**src/hdl/bst_pkg.sv**
```systemverilog
package bst_pkg;

    localparam int CFG_W = 12;
    localparam int DIM_W = 14;
    localparam int MAX_WIDTH_DEF = 2048;
    localparam int MAX_HEIGHT_DEF = 2048;
    localparam int MIN_DIM = 4;
    localparam logic [CFG_W-1:0] WIDTH_RESET = 12'd480;
    localparam logic [CFG_W-1:0] HEIGHT_RESET = 12'd480;
    localparam logic [3:0] COUNT_MIN = 4'd2;
    localparam logic [3:0] COUNT_MAX = 4'd6;

    localparam logic CMD_PIXEL = 1'b0;
    localparam logic CMD_DRAIN = 1'b1;

    localparam logic [1:0] REG_WIDTH = 2'd0;
    localparam logic [1:0] REG_HEIGHT = 2'd1;
    localparam logic [1:0] REG_PASS = 2'd2;

    typedef struct packed {
        logic frame_last;
        logic pixel_out;
    } bst_result_t;

    function automatic logic [DIM_W-1:0] clamp_dim(logic [CFG_W-1:0] v, logic [DIM_W-1:0] hi);
        logic [DIM_W-1:0] ve;
        ve = DIM_W'(v);
        if (ve < DIM_W'(MIN_DIM)) begin
            return DIM_W'(MIN_DIM);
        end else if (ve > hi) begin
            return hi;
        end
        return ve;
    endfunction

    // window: bits 0..2 right column, 3..5 middle, 6..8 left; top, mid, bottom
    function automatic logic delete_center(logic [8:0] w, logic sel);
        logic [8:0] ring;
        logic [3:0] steps;
        logic [3:0] cnt;
        logic m1;
        logic m2;
        ring = {w[3], w[6], w[7], w[8], w[5], w[2], w[1], w[0], w[3]};
        steps = '0;
        cnt = '0;
        for (int k = 0; k < 8; k++) begin
            if (!ring[k] && ring[k+1]) begin
                steps = steps + 4'd1;
            end
            cnt = cnt + 4'(ring[k]);
        end
        if (!sel) begin
            m1 = ring[0] & ring[2] & ring[4];
            m2 = ring[2] & ring[4] & ring[6];
        end else begin
            m1 = ring[0] & ring[2] & ring[6];
            m2 = ring[0] & ring[4] & ring[6];
        end
        return (steps == 4'd1) && (cnt >= COUNT_MIN) && (cnt <= COUNT_MAX) && !m1 && !m2;
    endfunction

endpackage

```
**src/hdl/bst_out_fifo.sv**
```systemverilog
module bst_out_fifo (
    input  logic                aclk,
    input  logic                aresetn,
    input  logic                push,
    input  bst_pkg::bst_result_t push_data,
    output logic [1:0]          count,
    output logic                m_tvalid,
    input  logic                m_tready,
    output bst_pkg::bst_result_t m_data
);

    localparam int DEPTH = 3;

    bst_pkg::bst_result_t buf_reg [DEPTH];
    logic [1:0] head_reg;
    logic [1:0] tail_reg;
    logic [1:0] count_reg;
    logic [1:0] count_next;
    logic       pop;

    assign pop = m_tvalid && m_tready;
    assign m_tvalid = count_reg != 2'd0;
    assign m_data = buf_reg[head_reg];
    assign count = count_reg;

    always_comb begin
        count_next = count_reg;
        if (push && !pop) begin
            count_next = count_reg + 2'd1;
        end else if (!push && pop) begin
            count_next = count_reg - 2'd1;
        end
    end

    always_ff @(posedge aclk) begin
        if (push) begin
            buf_reg[tail_reg] <= push_data;
        end
    end

    always_ff @(posedge aclk) begin
        if (!aresetn) begin
            head_reg <= '0;
            tail_reg <= '0;
            count_reg <= '0;
        end else begin
            count_reg <= count_next;
            if (push) begin
                tail_reg <= (tail_reg == 2'(DEPTH - 1)) ? 2'd0 : tail_reg + 2'd1;
            end
            if (pop) begin
                head_reg <= (head_reg == 2'(DEPTH - 1)) ? 2'd0 : head_reg + 2'd1;
            end
        end
    end

    a_no_overflow: assert property (@(posedge aclk) disable iff (!aresetn)
        push |-> (count_reg < 2'(DEPTH) || pop))
        else $error("result buffer overflow");

    a_count_range: assert property (@(posedge aclk) disable iff (!aresetn)
        count_reg <= 2'(DEPTH))
        else $error("result buffer count out of range");

endmodule

```
**config.mk**
```make
export PLATFORM = sky130hd
export DESIGN_NAME = bst_out_fifo
export DESIGN_NICKNAME = d
export VERILOG_FILES = /design/src/hdl/bst_pkg.sv /design/src/hdl/bst_out_fifo.sv
export SDC_FILE = /design/constraint.sdc
export NUM_CORES = 1
export LEC_CHECK = 0
export BUFFER_PORTS_ARGS = -buffer_cell sky130_fd_sc_hd__buf_2
export CAP_MARGIN = 20
export CORE_AREA = 5 5 42 44
export CTS_CLUSTER_DIAMETER = 80
export DETAILED_ROUTE_END_ITERATION = 6
export DIE_AREA = 0 0 47 49
export PLACE_DENSITY = 0.59
export SLEW_MARGIN = 20
export SYNTH_ARGS = -nofsm -noshare
export SYNTH_HDL_FRONTEND = slang
export SYNTH_SLANG_ARGS = --single-unit
```
**constraint.sdc**
```tcl
create_clock -name aclk -period 1.9 [get_ports aclk]
set_input_delay 0.38 -clock aclk [delete_from_list [all_inputs] [get_ports aclk]]
set_output_delay 0.38 -clock aclk [all_outputs]
set_load 0.05 [all_outputs]
```
==> impl_results.md <==
- Status: finished clean
- Placed Instances: 70
- Clock-pin slew on the worst setup and hold paths: 80 ps
- Max Clock Skew: about 0.78 ps
- Post-Syn Instances: between 40 and 50
- Unrepaired setup endpoints after global routing: no
- CTS-repair resized insts: 0
- Synth cell types: 19
- Crit path kind: register to output pin
- Most frequent cells in the layout: 10 x buf_2, 8 x dfxtp_1, 6 x nand2_1, 6 x edfxtp_1
- Drt wl/cell: about 10 microns
- Initial antenna violation count: 0
- Leak: 0.244 nW
- DRT Wirelength: between 700 and 800 microns
- Post-synthesis sequential element count: 14
- Post-layout util: 45.1%
- Vias/cell: about 4.6
- P per Cell Area: ~1500 nW/um^2
- Area of the mapped netlist: 536 sq um
- Num CTS Buffers: 3
- Top-area cell type share of the netlist area: around a third
- Die Width: 47 microns
- RR Startpoint: count[0]
- Yosys warning count: 0
- Maximum vdd drop: 0.879 mV
- Area Overhead vs Synth: 18.0%
- Die H: about 50 microns
- CTS tree: yes
- Highest Clock Rate: 0.659 GHz
- Clock sinks: 14
- # nets final: 66
- Top post-synthesis cells by area: edfxtp_1 34%, dfxtp_1 30%, nand2_1 4.2%
- Worst-Margin Slew: around 470 ps
- HP Class: input port to register
- Setup crit end kind: output pin
- Syn Nets: 51
- # setup viols final: 0
- Seq/Total Area, Yosys: 63.6%
- Core Box Area: between 1000 and 1500 sq um
- Row cnt: 14
- Final ANT Viol Nets: 0
- Initial DRC Count: 1
- Layout cell share with drive strength beyond 1: roughly a quarter
- Port bufs: 10
- WHS: around 310 ps
- Initial core utilization: roughly two fifths
- Hold path start: push_data[1]
- Max-capacitance violation count: 0
- Global-route wire length before repair: around 1200 microns
- Slew headroom: 68.6%
- Final period util: about four fifths
- H-tree lvl count: 1
- Critical Path Start Type: register
- Final Slew Violations: 0
- Total GRT Usage: 7.20%
- Post-CTS Hold Buffers: 0
- Fin. Hold Viols: 0
- Ant diodes: 0
- Largest net degree at the start of global routing: 9
- Synthesized area per cell: 12.2 sq um
- 1st-pass router iterations: 2
- Total power: 0.947 mW
- Fillers: between 100 and 150
- Max FO, Critical Path: 2
- Setup TNS: 0 ps
- Area leader, netlist: edfxtp_1
- DP Worst Slack: 441 ps
- Crit path time final: about 1500 ps
- Clk_lat worst skew: 270 ps
- Dpl hpwl: around 600 microns
- Critical path data required time: 1520 ps
- Final worst setup slack: between 300 and 400 ps
- DR DRC count: 0
- Worst Path Arrival: 1140 ps
- Non-Filler Instances: 74
- Design area: roughly 630 sq um
- Die area: 2300 sq um
- Clk buf depth: 2
- Top Ports: 11
- Root Buffer: clkbuf_4
- Vias post-DR: 340
- GPL Wtd Cong: between 0.6 and 0.7
- Vias in the first global route: 300
- Total gr overflow: 0
- Commonest non-fill, non-tap cell in the layout: buf_2
- Placed cell area: ~610 sq um
- Postcts setup bufs: 0
[cells in the mapped netlist]
master	number
a21boi_0	2
a21boi_1	1
and2_1	1
dfxtp_1	8
edfxtp_1	6
ha_1	1
mux2i_1	2
nand2_1	6
nor2_1	2
nor2b_1	2
nor3b_1	1
o21a_1	2
o21ai_0	3
o21ai_2	1
or2_2	1
or3_1	2
or3b_1	1
xnor2_1	1
xor2_1	1
[layout make-up]
cell class	instances	area [sq um]	share of cell area, %
timing repair buffer	10	50.0	7.92
multi-input combinational	30	195	30.9
sequential	14	340	53.9
clock buffer	3	22.5	3.56
tap	16	20.0	3.17
clock inverter	1	3.75	0.594
[logic make-up (layout without fill, tap and decap cells)]
| group | count (synthesis) | after routing | share of synthesized area (%) |
|---|---|---|---|
| AOI/OAI and AO/OA | 9 | 9 | 11.4 |
| xor gates and xnor gates | 2 | 2 | 3.27 |
| adders and majority gates | 1 | 1 | 2.34 |
| buffers and inverters | 0 | 14 | 0 |
| DFF | 14 | 14 | 63.6 |
| muxes | 2 | 2 | 3.74 |
| and+or+nand+nor | 16 | 16 | 15.7 |
[report_power, final]
part | switching (mW) | total [mW] | internal [mW]
clock | 0.0896 | 0.166 | 0.0760
sequential | 0.0463 | 0.409 | 0.363
combinational | 0.255 | 0.372 | 0.117
[worst max-delay path, cell delays in order, from the launching register on]
cell,delay (ps)
dfxtp_1,370
mux2i_1,80
o21ai_0,130
buf_2,280
[routing by layer]
| layer | vias to the layer above | track usage (%) | wire length (microns) | part of all wire [%] |
|---|---|---|---|---|
| li1 | 184 | - | - | - |
| met1 | 148 | 9.13 | 330 | 44 |
| met2 | 8 | 9.73 | 354 | 47 |
| met3 | 0 | 5.54 | 60 | 8.0 |
| met4 | 0 | 1.38 | 0 | 0 |
| met5 | - | 0 | 0 | 0 |
[path summary, 6_finish.rpt]
kind | slack, ps | to | cells past startpoint
worst max-delay path | 380 | m_data[1] | 3
worst min register to register | 490 | register | 2
worst min-delay path | 310 | buf_reg[2][1] | 1
worst max register to register | 460 | count[1] | 4
(Power assumes the default switching activity.)
